$ cat config.mk
export PLATFORM = sky130hd
export DESIGN_NAME = atom_pair_contact_map
export DESIGN_NICKNAME = d
export VERILOG_FILES = /design/src/hdl/apcm_pkg.sv /design/src/hdl/apcm_sq_lane.sv /design/src/hdl/apcm_isqrt.sv /design/src/hdl/atom_pair_contact_map.sv
export SDC_FILE = /design/constraint.sdc
export NUM_CORES = 2
export LEC_CHECK = 0
export ABC_AREA = 1
export ABC_CLOCK_PERIOD_IN_PS = 5200
export BUFFER_PORTS_ARGS = -buffer_cell sky130_fd_sc_hd__buf_2
export CORE_MARGIN = 8
export CORE_UTILIZATION = 58
export DETAILED_ROUTE_END_ITERATION = 8
export PLACE_DENSITY = 0.88
export SETUP_SLACK_MARGIN = 0.02
export SLEW_MARGIN = 20
export SYNTH_ARGS = -nofsm -noshare
export SYNTH_HDL_FRONTEND = slang
export SYNTH_SLANG_ARGS = --single-unit
$ cat constraint.sdc
create_clock -name clk -period 5.2 [get_ports clk]
set_input_delay 0.78 -clock clk [delete_from_list [all_inputs] [get_ports clk]]
set_output_delay 0.78 -clock clk [all_outputs]
set_load 0.01 [all_outputs]
$ cat src/hdl/apcm_pkg.sv
// Shared types, constants and state codes of the atom pair contact map.
`timescale 1ns / 1ps
`default_nettype none
package apcm_pkg;

  // Field widths
  localparam int COORD_W = 20;
  localparam int CUT_W   = 21;
  localparam int MAG_W   = 21;
  localparam int SQ_W    = 42;
  localparam int ROOT_W  = 21;
  localparam int IDX_W   = 16;
  localparam int TOT_W   = 17;

  // Frame capacity and the counter limits that follow from it
  localparam int MAX_PAIRS = 65536;
  localparam int IDX_CAP   = (MAX_PAIRS - 1 > 65535) ? 65535 : MAX_PAIRS - 1;
  localparam int CNT_CAP   = (MAX_PAIRS > 131071) ? 131071 : MAX_PAIRS;

  // Radix-4 serial squaring: two multiplier bits per step
  localparam int SQ_STEPS = (MAG_W + 1) / 2;
  localparam int SQ_CNT_W = $clog2(SQ_STEPS);

  // Integer square root: one result bit per step
  localparam int ISQ_BIT_W = SQ_W + 1;
  localparam int ISQ_RES_W = SQ_W + 2;

  localparam logic signed [CUT_W-1:0] CUTOFF_RST = CUT_W'(900);

  typedef enum logic [2:0] {
    ST_IDLE,
    ST_SQUARE,
    ST_SUM,
    ST_DECIDE,
    ST_ROOT,
    ST_ENTRY,
    ST_COUNT
  } state_t;

  typedef struct packed {
    logic signed [COORD_W-1:0] first_x;
    logic signed [COORD_W-1:0] first_y;
    logic signed [COORD_W-1:0] first_z;
    logic signed [COORD_W-1:0] second_x;
    logic signed [COORD_W-1:0] second_y;
    logic signed [COORD_W-1:0] second_z;
    logic                      frame_end;
  } in_beat_t;

  typedef struct packed {
    logic              is_count;
    logic [IDX_W-1:0]  pair_index;
    logic [ROOT_W-1:0] entry_value;
    logic [TOT_W-1:0]  entry_total;
    logic              last;
  } out_beat_t;

  // Handshake between the sequencer and the root unit
  typedef struct packed {
    logic start;
  } isq_ctl_t;

  typedef struct packed {
    logic done;
  } isq_sts_t;

endpackage
`default_nettype wire

$ cat src/hdl/apcm_sq_lane.sv
// Radix-4 serial squarer: one multiplier digit of two bits per step.
`timescale 1ns / 1ps
`default_nettype none
module apcm_sq_lane (
  input  wire logic                        clk,
  input  wire logic                        load,
  input  wire logic                        step,
  input  wire logic [apcm_pkg::MAG_W-1:0]  mag,
  output logic      [apcm_pkg::SQ_W-1:0]   square
);

  logic [apcm_pkg::MAG_W-1:0] mplier_r, mplier_nxt;
  logic [apcm_pkg::SQ_W-1:0]  mcand_r, mcand_nxt;
  logic [apcm_pkg::SQ_W-1:0]  acc_r, acc_nxt;
  logic [apcm_pkg::SQ_W-1:0]  pp;

  // Form the partial product of the low digit
  always_comb begin
    pp = (mplier_r[0] ? mcand_r : '0) + (mplier_r[1] ? {mcand_r[apcm_pkg::SQ_W-2:0], 1'b0} : '0);
    mplier_nxt = mplier_r;
    mcand_nxt  = mcand_r;
    acc_nxt    = acc_r;
    if (load) begin
      mplier_nxt = mag;
      mcand_nxt  = {{(apcm_pkg::SQ_W - apcm_pkg::MAG_W){1'b0}}, mag};
      acc_nxt    = '0;
    end else if (step) begin
      mplier_nxt = {2'b00, mplier_r[apcm_pkg::MAG_W-1:2]};
      mcand_nxt  = {mcand_r[apcm_pkg::SQ_W-3:0], 2'b00};
      acc_nxt    = acc_r + pp;
    end
  end

  // Advance the digit registers
  always_ff @(posedge clk) begin
    mplier_r <= mplier_nxt;
    mcand_r  <= mcand_nxt;
    acc_r    <= acc_nxt;
  end

  assign square = acc_r;

endmodule
`default_nettype wire

$ cat src/hdl/apcm_isqrt.sv
// Bit-serial integer square root of the squared distance.
`timescale 1ns / 1ps
`default_nettype none
module apcm_isqrt (
  input  wire logic                         clk,
  input  wire logic                         rst_n,
  input  wire apcm_pkg::isq_ctl_t           ctl,
  input  wire logic [apcm_pkg::SQ_W-1:0]    radicand,
  output apcm_pkg::isq_sts_t                sts,
  output logic      [apcm_pkg::ROOT_W-1:0]  root
);

  logic [apcm_pkg::ISQ_RES_W-1:0] rem_r, rem_nxt;
  logic [apcm_pkg::ISQ_RES_W-1:0] res_r, res_nxt;
  logic [apcm_pkg::ISQ_BIT_W-1:0] bit_r, bit_nxt;
  logic                           busy_r, busy_nxt;
  logic                           done_r, done_nxt;
  logic [apcm_pkg::ISQ_RES_W-1:0] trial;

  // Try one result bit per step
  always_comb begin
    trial    = res_r + apcm_pkg::ISQ_RES_W'(bit_r);
    rem_nxt  = rem_r;
    res_nxt  = res_r;
    bit_nxt  = bit_r;
    busy_nxt = busy_r;
    done_nxt = 1'b0;
    if (ctl.start) begin
      rem_nxt  = apcm_pkg::ISQ_RES_W'(radicand);
      res_nxt  = '0;
      bit_nxt  = {1'b1, {(apcm_pkg::ISQ_BIT_W - 1){1'b0}}};
      busy_nxt = 1'b1;
    end else if (busy_r) begin
      if (rem_r >= trial) begin
        rem_nxt = rem_r - trial;
        res_nxt = (res_r >> 1) + apcm_pkg::ISQ_RES_W'(bit_r);
      end else begin
        res_nxt = res_r >> 1;
      end
      bit_nxt = bit_r >> 2;
      if (bit_r[0]) begin
        busy_nxt = 1'b0;
        done_nxt = 1'b1;
      end
    end
  end

  // Hold the datapath, reset the control
  always_ff @(posedge clk) begin
    rem_r <= rem_nxt;
    res_r <= res_nxt;
    bit_r <= bit_nxt;
    if (!rst_n) begin
      busy_r <= 1'b0;
      done_r <= 1'b0;
    end else begin
      busy_r <= busy_nxt;
      done_r <= done_nxt;
    end
  end

  assign sts.done = done_r;
  assign root     = res_r[apcm_pkg::ROOT_W-1:0];

`ifndef NO_ASSERTIONS
  // A finished root leaves the unit idle
  a_done_idle: assert property (@(posedge clk) disable iff (!rst_n)
    done_r |-> !busy_r) else $error("root done while busy");
  // A started root is busy next cycle
  a_start_busy: assert property (@(posedge clk) disable iff (!rst_n)
    ctl.start |=> busy_r) else $error("root unit not busy after start");
  // The running bit is one-hot while busy
  a_bit_onehot: assert property (@(posedge clk) disable iff (!rst_n)
    busy_r |-> $onehot(bit_r)) else $error("root bit not one-hot");
`endif

endmodule
`default_nettype wire

$ cat src/hdl/atom_pair_contact_map.sv
// Top level of the atom pair contact map: sequencer, counters and output register.
// Contact mode (positive cutoff): an accepted item passes the radix-4 serial squarers, the sum
//   and the decision on its way to its entry beat; no new item is taken before it is done.
// Distance mode: a nonzero distance also passes the bit-serial square root before its entry.
// A pair with no entry frees the input after the decision; a frame end adds a count beat.
// Reset (synchronous, rst_n low) clears both counters and sets the cutoff to 900.
`timescale 1ns / 1ps
`default_nettype none
module atom_pair_contact_map (
  input  wire logic                                 clk,
  input  wire logic                                 rst_n,
  input  wire logic                                 in_valid,
  output logic                                      in_stall,
  input  wire apcm_pkg::in_beat_t                   in_data,
  output logic                                      out_valid,
  input  wire logic                                 out_stall,
  output apcm_pkg::out_beat_t                       out_data,
  input  wire logic                                 cfg_valid,
  output logic                                      cfg_ready,
  input  wire logic signed [apcm_pkg::CUT_W-1:0]    cfg_data
);

  apcm_pkg::state_t state_r, state_nxt;

  logic signed [apcm_pkg::CUT_W-1:0]    cutoff_r;
  logic [apcm_pkg::IDX_W-1:0]           pair_cnt_r;
  logic [apcm_pkg::TOT_W-1:0]           nz_cnt_r;
  logic [apcm_pkg::SQ_CNT_W-1:0]        sq_cnt_r;
  logic [apcm_pkg::IDX_W-1:0]           idx_r;
  logic                                 fend_r;
  logic [apcm_pkg::SQ_W-1:0]            sum_r;
  logic [apcm_pkg::ROOT_W-1:0]          value_r;
  logic                                 out_valid_r;
  apcm_pkg::out_beat_t                  out_data_r;

  logic                                 accept;
  logic                                 out_free;
  logic                                 cut_pos;
  logic                                 sq_step;
  logic                                 load_entry;
  logic                                 load_count;
  apcm_pkg::isq_ctl_t                   isq_ctl;
  apcm_pkg::isq_sts_t                   isq_sts;
  logic [apcm_pkg::ROOT_W-1:0]          root;
  logic [apcm_pkg::MAG_W-1:0]           mag_x, mag_y, mag_z, mag_c;
  logic signed [apcm_pkg::MAG_W-1:0]    dx, dy, dz;
  logic [apcm_pkg::SQ_W-1:0]            sq_x, sq_y, sq_z, sq_c;

  assign accept    = in_valid && !in_stall;
  assign out_free  = !out_valid_r || !out_stall;
  assign cut_pos   = !cutoff_r[apcm_pkg::CUT_W-1] && (cutoff_r != '0);
  assign cfg_ready = rst_n;

  // Form the coordinate differences and their magnitudes
  always_comb begin
    dx = apcm_pkg::MAG_W'(in_data.first_x) - apcm_pkg::MAG_W'(in_data.second_x);
    dy = apcm_pkg::MAG_W'(in_data.first_y) - apcm_pkg::MAG_W'(in_data.second_y);
    dz = apcm_pkg::MAG_W'(in_data.first_z) - apcm_pkg::MAG_W'(in_data.second_z);
    mag_x = dx[apcm_pkg::MAG_W-1] ? apcm_pkg::MAG_W'(-dx) : apcm_pkg::MAG_W'(dx);
    mag_y = dy[apcm_pkg::MAG_W-1] ? apcm_pkg::MAG_W'(-dy) : apcm_pkg::MAG_W'(dy);
    mag_z = dz[apcm_pkg::MAG_W-1] ? apcm_pkg::MAG_W'(-dz) : apcm_pkg::MAG_W'(dz);
    mag_c = {1'b0, cutoff_r[apcm_pkg::CUT_W-2:0]};
  end

  // Square the three axes and the cutoff side by side
  apcm_sq_lane u_sq_x (.clk(clk), .load(accept), .step(sq_step), .mag(mag_x), .square(sq_x));
  apcm_sq_lane u_sq_y (.clk(clk), .load(accept), .step(sq_step), .mag(mag_y), .square(sq_y));
  apcm_sq_lane u_sq_z (.clk(clk), .load(accept), .step(sq_step), .mag(mag_z), .square(sq_z));
  apcm_sq_lane u_sq_c (.clk(clk), .load(accept), .step(sq_step), .mag(mag_c), .square(sq_c));

  apcm_isqrt u_isqrt (
    .clk      (clk),
    .rst_n    (rst_n),
    .ctl      (isq_ctl),
    .radicand (sum_r),
    .sts      (isq_sts),
    .root     (root)
  );

  // Sequence one item through squaring, decision, root and output
  always_comb begin
    state_nxt     = state_r;
    in_stall      = 1'b1;
    sq_step       = 1'b0;
    load_entry    = 1'b0;
    load_count    = 1'b0;
    isq_ctl.start = 1'b0;
    case (state_r)
      apcm_pkg::ST_IDLE: begin
        in_stall = !rst_n;
        if (in_valid) state_nxt = apcm_pkg::ST_SQUARE;
      end
      apcm_pkg::ST_SQUARE: begin
        sq_step = 1'b1;
        if (sq_cnt_r == apcm_pkg::SQ_CNT_W'(apcm_pkg::SQ_STEPS - 1)) begin
          state_nxt = apcm_pkg::ST_SUM;
        end
      end
      apcm_pkg::ST_SUM: begin
        state_nxt = apcm_pkg::ST_DECIDE;
      end
      apcm_pkg::ST_DECIDE: begin
        if (cut_pos) begin
          if (sum_r < sq_c) state_nxt = apcm_pkg::ST_ENTRY;
          else if (fend_r) state_nxt = apcm_pkg::ST_COUNT;
          else state_nxt = apcm_pkg::ST_IDLE;
        end else if (sum_r != '0) begin
          isq_ctl.start = 1'b1;
          state_nxt     = apcm_pkg::ST_ROOT;
        end else if (fend_r) begin
          state_nxt = apcm_pkg::ST_COUNT;
        end else begin
          state_nxt = apcm_pkg::ST_IDLE;
        end
      end
      apcm_pkg::ST_ROOT: begin
        if (isq_sts.done) state_nxt = apcm_pkg::ST_ENTRY;
      end
      apcm_pkg::ST_ENTRY: begin
        if (out_free) begin
          load_entry = 1'b1;
          state_nxt  = fend_r ? apcm_pkg::ST_COUNT : apcm_pkg::ST_IDLE;
        end
      end
      apcm_pkg::ST_COUNT: begin
        if (out_free) begin
          load_count = 1'b1;
          state_nxt  = apcm_pkg::ST_IDLE;
        end
      end
      default: begin
        state_nxt = apcm_pkg::ST_IDLE;
      end
    endcase
  end

  always_ff @(posedge clk) begin
    if (!rst_n) begin
      state_r <= apcm_pkg::ST_IDLE;
    end else begin
      state_r <= state_nxt;
    end
  end

  // Hold the cutoff, the counters and the output valid
  always_ff @(posedge clk) begin
    if (!rst_n) begin
      cutoff_r    <= apcm_pkg::CUTOFF_RST;
      pair_cnt_r  <= '0;
      nz_cnt_r    <= '0;
      sq_cnt_r    <= '0;
      out_valid_r <= 1'b0;
    end else begin
      if (cfg_valid && cfg_ready) cutoff_r <= cfg_data;
      if (accept) begin
        sq_cnt_r <= '0;
        if (pair_cnt_r < apcm_pkg::IDX_W'(apcm_pkg::IDX_CAP)) pair_cnt_r <= pair_cnt_r + 1'b1;
      end else if (sq_step) begin
        sq_cnt_r <= sq_cnt_r + 1'b1;
      end
      if (load_entry && (nz_cnt_r < apcm_pkg::TOT_W'(apcm_pkg::CNT_CAP))) begin
        nz_cnt_r <= nz_cnt_r + 1'b1;
      end
      if (load_count) begin
        pair_cnt_r <= '0;
        nz_cnt_r   <= '0;
      end
      if (load_entry || load_count) out_valid_r <= 1'b1;
      else if (!out_stall) out_valid_r <= 1'b0;
    end
  end

  // Capture item data, the sum, the entry value and the outgoing beat
  always_ff @(posedge clk) begin
    if (accept) begin
      idx_r  <= pair_cnt_r;
      fend_r <= in_data.frame_end;
    end
    if (state_r == apcm_pkg::ST_SUM) sum_r <= sq_x + sq_y + sq_z;
    if (state_r == apcm_pkg::ST_DECIDE) value_r <= apcm_pkg::ROOT_W'(1);
    else if (isq_sts.done) value_r <= root;
    if (load_entry) begin
      out_data_r.is_count    <= 1'b0;
      out_data_r.pair_index  <= idx_r;
      out_data_r.entry_value <= value_r;
      out_data_r.entry_total <= '0;
      out_data_r.last        <= !fend_r;
    end else if (load_count) begin
      out_data_r.is_count    <= 1'b1;
      out_data_r.pair_index  <= '0;
      out_data_r.entry_value <= '0;
      out_data_r.entry_total <= nz_cnt_r;
      out_data_r.last        <= 1'b1;
    end
  end

  assign out_valid = out_valid_r;
  assign out_data  = out_data_r;

`ifndef NO_ASSERTIONS
  // An accepted beat starts the squarers
  a_accept_square: assert property (@(posedge clk) disable iff (!rst_n)
    accept |=> state_r == apcm_pkg::ST_SQUARE) else $error("accept did not start squaring");
  // The pair index never passes its cap
  a_idx_cap: assert property (@(posedge clk) disable iff (!rst_n)
    pair_cnt_r <= apcm_pkg::IDX_W'(apcm_pkg::IDX_CAP)) else $error("pair index above cap");
  // A count beat clears both counters
  a_count_clear: assert property (@(posedge clk) disable iff (!rst_n)
    load_count |=> (pair_cnt_r == '0) && (nz_cnt_r == '0)) else $error("counters not cleared");
  // A root result only arrives while waiting for it
  a_root_state: assert property (@(posedge clk) disable iff (!rst_n)
    isq_sts.done |-> state_r == apcm_pkg::ST_ROOT) else $error("root done outside root wait");
`endif

endmodule
`default_nettype wire

## After elaboration in Yosys (flattened, before gate mapping)

Cells that the tools add are included.

| cells by class | value |
|---|---|
| add/subtract/negate cells | 22 |
| magnitude comparators | 4 |
| equality and inequality tests | 13 |
| multiplexer cells | 57 |
| bitwise gates (word level) | 2 |
| reduce and logical (&&, ||, !) cells | 26 |

Operators by type and width:

| kind | count |
|---|---|
| 2-to-1 mux 42 bit | 11 |
| adder 42 bit | 10 |
| 2-to-1 mux 21 bit | 15 |
| 2-to-1 mux 55 bit | 2 |
| 2-to-1 mux 20 bit | 4 |
| negator 21 bit | 3 |
| subtractor 20 x 20 -> 21 bit | 3 |
| adder 43 x 43 -> 44 bit | 1 |
| adder 44 x 43 -> 44 bit | 1 |
| greater-or-equal comparator 44 bit | 1 |
| 2-to-1 mux 44 bit | 1 |
| subtractor 44 bit | 1 |
| < comparator 42 bit | 1 |
| nonzero test 42 bit | 1 |
| 2-to-1 mux 3 bit | 9 |
| case mux 3 bit (7 select lines) | 1 |
| nonzero test 21 bit | 1 |
| adder 17 x 1 -> 17 bit (second input constant) | 1 |
| < comparator 17 bit (second input constant) | 1 |
| adder 16 x 1 -> 16 bit (second input constant) | 1 |
| < comparator 16 bit (second input constant) | 1 |
| 2-to-1 mux 1 bit | 14 |
| == test 3 bit (second input constant) | 3 |
| != test 2 bit (second input constant) | 4 |
| other kinds (15) | 33 |

| storage, ports and cells | value |
|---|---|
| register bits after elaboration | 729 |
| bits of input ports | 147 |
| output and inout port bits | 59 |
| logic and storage cells | 161 |

## Depth between registers and ports, before layout

| depth | value |
|---|---|
| depth after elaboration | 6 |
| mapped depth | 29 |
| depth with buffers taken out | 28 |

## Cells and area by module

Synthesis repeated with hierarchy kept, for this count alone.

| unflattened totals | value |
|---|---|
| cells, all modules | 9809 |
| area total of the unflattened synthesis | 63855.0 sq um |

Modules (own cells, without submodules):

| module | times used | cells each | area each (sq um) |
|---|---|---|---|
| apcm_sq_lane (u_sq_c ...) | 3 | 1246 | 8287.9 |
| atom_pair_contact_map | 1 | 2697 | 18047.3 |
| apcm_isqrt | 1 | 2130 | 12575.8 |
| apcm_sq_lane (u_sq_z) | 1 | 1244 | 8368.0 |

## Worst setup path after synthesis

Ideal clock, no wire load.

| path | value |
|---|---|
| path kind | input to register |
| start | input in_valid |
| end | register u_sq_c.mcand_r[0] (netlist bit), enable pin |
| arrival time | 4205 ps |
| required time | 3823 ps |
| slack | -382 ps |
| stages | 4 |
| path buffers | 2 |
| cells stage by stage | nand3_4 clkbuf_1 clkbuf_1 nand2_1 |

| between the ends | value |
|---|---|
| word-level cells in the longest chain between the ends | 2 |

Ends and longest elaborated chain:

| item | RTL line | text |
|---|---|---|
| from (decl) | atom_pair_contact_map.sv:12 | `input wire logic in_valid,` |
| logical AND 1 bit | atom_pair_contact_map.sv:49 | `assign accept = in_valid && !in_stall;` |
| nonzero test 2 bit (no line) | n/a |  |
| to (signal assigned) | apcm_sq_lane.sv:37 | `mcand_r <= mcand_nxt;` |
| to (decl) | apcm_sq_lane.sv:13 | `logic [apcm_pkg::SQ_W-1:0] mcand_r, mcand_nxt;` |

No other way between the ends.
A chain may end at the register's enable or synchronous reset.

## Worst setup path in the final report

| path | value |
|---|---|
| start | register u_isqrt.bit_r[0] (netlist bit) |
| end | register u_isqrt.rem_r[39] (netlist bit), enable pin |

| between the ends | value |
|---|---|
| word-level cells in the longest chain between the ends | 4 |

Ends and longest elaborated chain:

| item | RTL line | text |
|---|---|---|
| from (decl) | apcm_isqrt.sv:15 | `logic [apcm_pkg::ISQ_BIT_W-1:0] bit_r, bit_nxt;` |
| from (signal assigned) | apcm_isqrt.sv:52 | `bit_r <= bit_nxt;` |
| adder 44 x 43 -> 44 bit | apcm_isqrt.sv:22 | `trial = res_r + apcm_pkg::ISQ_RES_W'(bit_r);` |
| greater-or-equal comparator 44 bit | apcm_isqrt.sv:34 | `if (rem_r >= trial) begin` |
| nonzero test 2 bit (no line) | n/a |  |
| AND reduction 2 bit (no line) | n/a |  |
| to (signal assigned) | apcm_isqrt.sv:50 | `rem_r <= rem_nxt;` |
| to (decl) | apcm_isqrt.sv:13 | `logic [apcm_pkg::ISQ_RES_W-1:0] rem_r, rem_nxt;` |

No other way between the ends.

==> impl_metrics.env <==
export IMPL_drv_cap=0
export IMPL_grt_pass1_vias=59300
export IMPL_final_antenna_net_count=0
export IMPL_avgRoutedWirePerCell_um=17.4
export IMPL_routabilityCongestion=1.02
export IMPL_layout_cells_non_filler=11200
export IMPL_hold_viol_final=0
export IMPL_synth_xor_area_share_pct=3.22
export IMPL_multi_input_area_um2=37500
export IMPL_syn_area_per_cell_um2=6.60
export IMPL_core_um2=108000
export IMPL_drc=0
export IMPL_tightest_slew_ps=1060
export IMPL_fin_crit_sh_pct=92.5
export IMPL_ys_ff_latch=729
export IMPL_cp_required_ps=5590
export IMPL_cts_hold_buf=0
export IMPL_slew_viol_final=0
export IMPL_synthAdderAreaFrac_pct=14.6
export IMPL_clock_fmax_mhz=208
export IMPL_synth_area_leader_cell="nand2_1"
export IMPL_drive_gt1_share_pct=5.14
export IMPL_synth_top_area_share_pct=17.4
export IMPL_finClkSkew_ps=57.6
export IMPL_cts_sinks=729
export IMPL_status="finished, final reports clean"
export IMPL_antenna_found_initial=1
export IMPL_synthDistinctLibCells=62
export IMPL_synth_compound_area_share_pct=12.4
export IMPL_vias_per_cell=5.50
export IMPL_clkTransAtPathRegs_ps=70
export IMPL_synth_edf_count=305
export IMPL_ys_warnings_count=0
export IMPL_fin_setup_tns_ps=0
export IMPL_setup_viol=0
export IMPL_fillers=9850
export IMPL_synthCells=9561
export IMPL_drt_first_pass_iters=6
export IMPL_die_x_um=346
export IMPL_area_growth_pct=8.35
export IMPL_startpoint_type="register"
export IMPL_async_reset_ff_share_pct=0
export IMPL_hold_ws_ps=253
export IMPL_finalInstanceArea_um2=68400
export IMPL_cts_max_path_buffers=3
export IMPL_yosys_top_cells_count="nand2_1 (2931), inv_1 (1834), nor2_1 (720)"
export IMPL_ys_seq_area_share_pct=28.0
export IMPL_dp_hpwl_mm=154
export IMPL_die_area_um2=120000
export IMPL_grt_pass1_wl_mm=308
export IMPL_syn_cell_area_um2=63100
export IMPL_p_per_area_nw_per_um2=664
export IMPL_die_y_um=346
export IMPL_synth_most_common_cell="nand2_1"
export IMPL_portBuffers=205
export IMPL_start_util_pct=58.2
export IMPL_min_path_type="in -> reg"
export IMPL_synth_ff_type="dfxtp_1"
export IMPL_ioPinCount=206
export IMPL_leakagePower_uw=0.0355
export IMPL_slew_headroom_pct=29.1
export IMPL_synthMuxAreaShare_pct=0
export IMPL_critPathMaxFanout=21
export IMPL_clock_root_buffer="clkbuf_16"
export IMPL_fin_crit_ps=4810
export IMPL_yosys_area_share_simple_pct=29.1
export IMPL_place_area_um2=65300
export IMPL_crit_arrival_ps=5210
export IMPL_rsz0062_at_grt="false"
export IMPL_clkLatencyLatePin_ps=720
export IMPL_h_tree_depth=3
export IMPL_routed_wl_mm=194
export IMPL_cts_tree="done"
export IMPL_gr_total_overflow=0
export IMPL_initialDrtViolationCount=5420
export IMPL_rows=121
export IMPL_crit_type="reg -> reg"
export IMPL_syn_nets=10300
export IMPL_grt_max_degree=201
export IMPL_synth_top_family_by_area="simple AND/OR/NAND/NOR gates"
export IMPL_grt_usage_pct=31.1
export IMPL_placed_cells=11000
export IMPL_yosys_top_cells_area="nand2_1 (17%), edfxtp_1 (15%), dfxtp_1 (13%)"
export IMPL_seqCellArea_um2=17600
export IMPL_ir_drop_mv=0.497
export IMPL_cts_made_buffers=83
export IMPL_worst_setup_path_end_kind="register"
export IMPL_fin_nets=10400
export IMPL_vias=61400
-- metal layers --
metal	track usage, %	share of wire (%)	vias to the layer above
met1	38.7	41	28400
met3	3.65	6.1	425
met5	0	0	-
met4	15.4	5.8	0
li1	-	-	30300
met2	53.3	47	2215
-- where the power goes --
group | internal [uW] | leakage (uW) | switching, uW
clock network | 3600 | 0.00141 | 2680
registers | 8630 | 0.00644 | 2060
logic | 9300 | 0.0276 | 19100
total | 21500 | 0.0355 | 23900
-- state kept, by name, summed over array words and instances (netlist names), 22 cells and up --
signal / count
out_data: 56
u_isqrt.rem_r: 44
u_isqrt.res_r: 44
sum_r: 42
u_sq_c.mcand_r: 42
u_sq_c.square: 42
u_sq_x.mcand_r: 42
u_sq_x.square: 42
u_sq_y.mcand_r: 42
u_sq_y.square: 42
u_sq_z.mcand_r: 42
u_sq_z.square: 42
u_isqrt.bit_r: 22
-- cell families after synthesis --
family / count (synthesis)
fa+ha+maj: 612
buf+inv: 2085
flops: 729
simple gates: 4490
compound gates: 1413
xor+xnor: 232
-- layout make-up --
cell class              instances  area share [%]
well taps                    1414            2.59
diodes                          2         0.00732
clock buffers                 107            3.26
repair buffers                255            2.25
flip-flops and latches        729            25.8
multi-input cells            6747            54.9
inverters                    1849            10.2
clock inverters                49            1.04
-- timing repair --
| item | 4_1_cts | 5_1_grt |
|---|---|---|
| buffers inserted | 0 | 1 |
| endpoints found under the setup margin | 0 | 73 |
| resized for setup | 0 | 4 |
-- placed cells by master, fill, tap and decap left out, types with 123 or more instances in the layout --
cell type / Yosys / final
buf_2: 43 / 205
o21ai_0: 521 / 520
xor2_1: 143 / 143
dfxtp_1: 424 / 423
edfxtp_1: 305 / 305
fa_1: 210 / 210
nand2_1: 2931 / 2929
nor2_1: 720 / 718
ha_1: 402 / 402
o211ai_1: 123 / 123
nand3_1: 473 / 473
inv_1: 1834 / 1833
a21oi_1: 550 / 549
-- critical path: stages (launching register included) --
cell       delay [ps]
dfxtp_1           390
ha_1              310
ha_1              240
nand2_1            70
a21oi_2           260
nand2_1            80
nand2_1           150
a21boi_0          170
o21ai_2           190
a21boi_1          150
o21bai_2          230
nand2_1           120
nand3b_1          100
nand2_1            70
ha_1              340
nand2_1           100
nor2_1            210
inv_2              70
nor4_2            320
nand2_4           190
nand2_4           180
nand2_2           120
nand2_2           160
clkbuf_16         240
-- final timing paths --
path / startpoint / end / slack, ps / depth (start not counted)
worst min-delay path: in_data[0] / fend_r / 250 / 1
worst max register to register: u_isqrt.bit_r[0] / u_isqrt.rem_r[39] / 390 / 23
worst max-delay path: u_isqrt.bit_r[0] / u_isqrt.rem_r[39] / 390 / 23
worst min register to register: pair_cnt_r[9] / idx_r[9] / 450 / 0
-- metrics by stage --
step	setup slack [ps]	utilization (%)	power, uW
after floorplan	507	-	30300
after global placement	441	60.3	37800
after detailed placement	257	60.3	38400
after CTS	168	63.0	44900
after global routing	58.3	63.1	49200
final	387	63.1	45400
No activity file was read; power rests on OpenSTA's default activity.
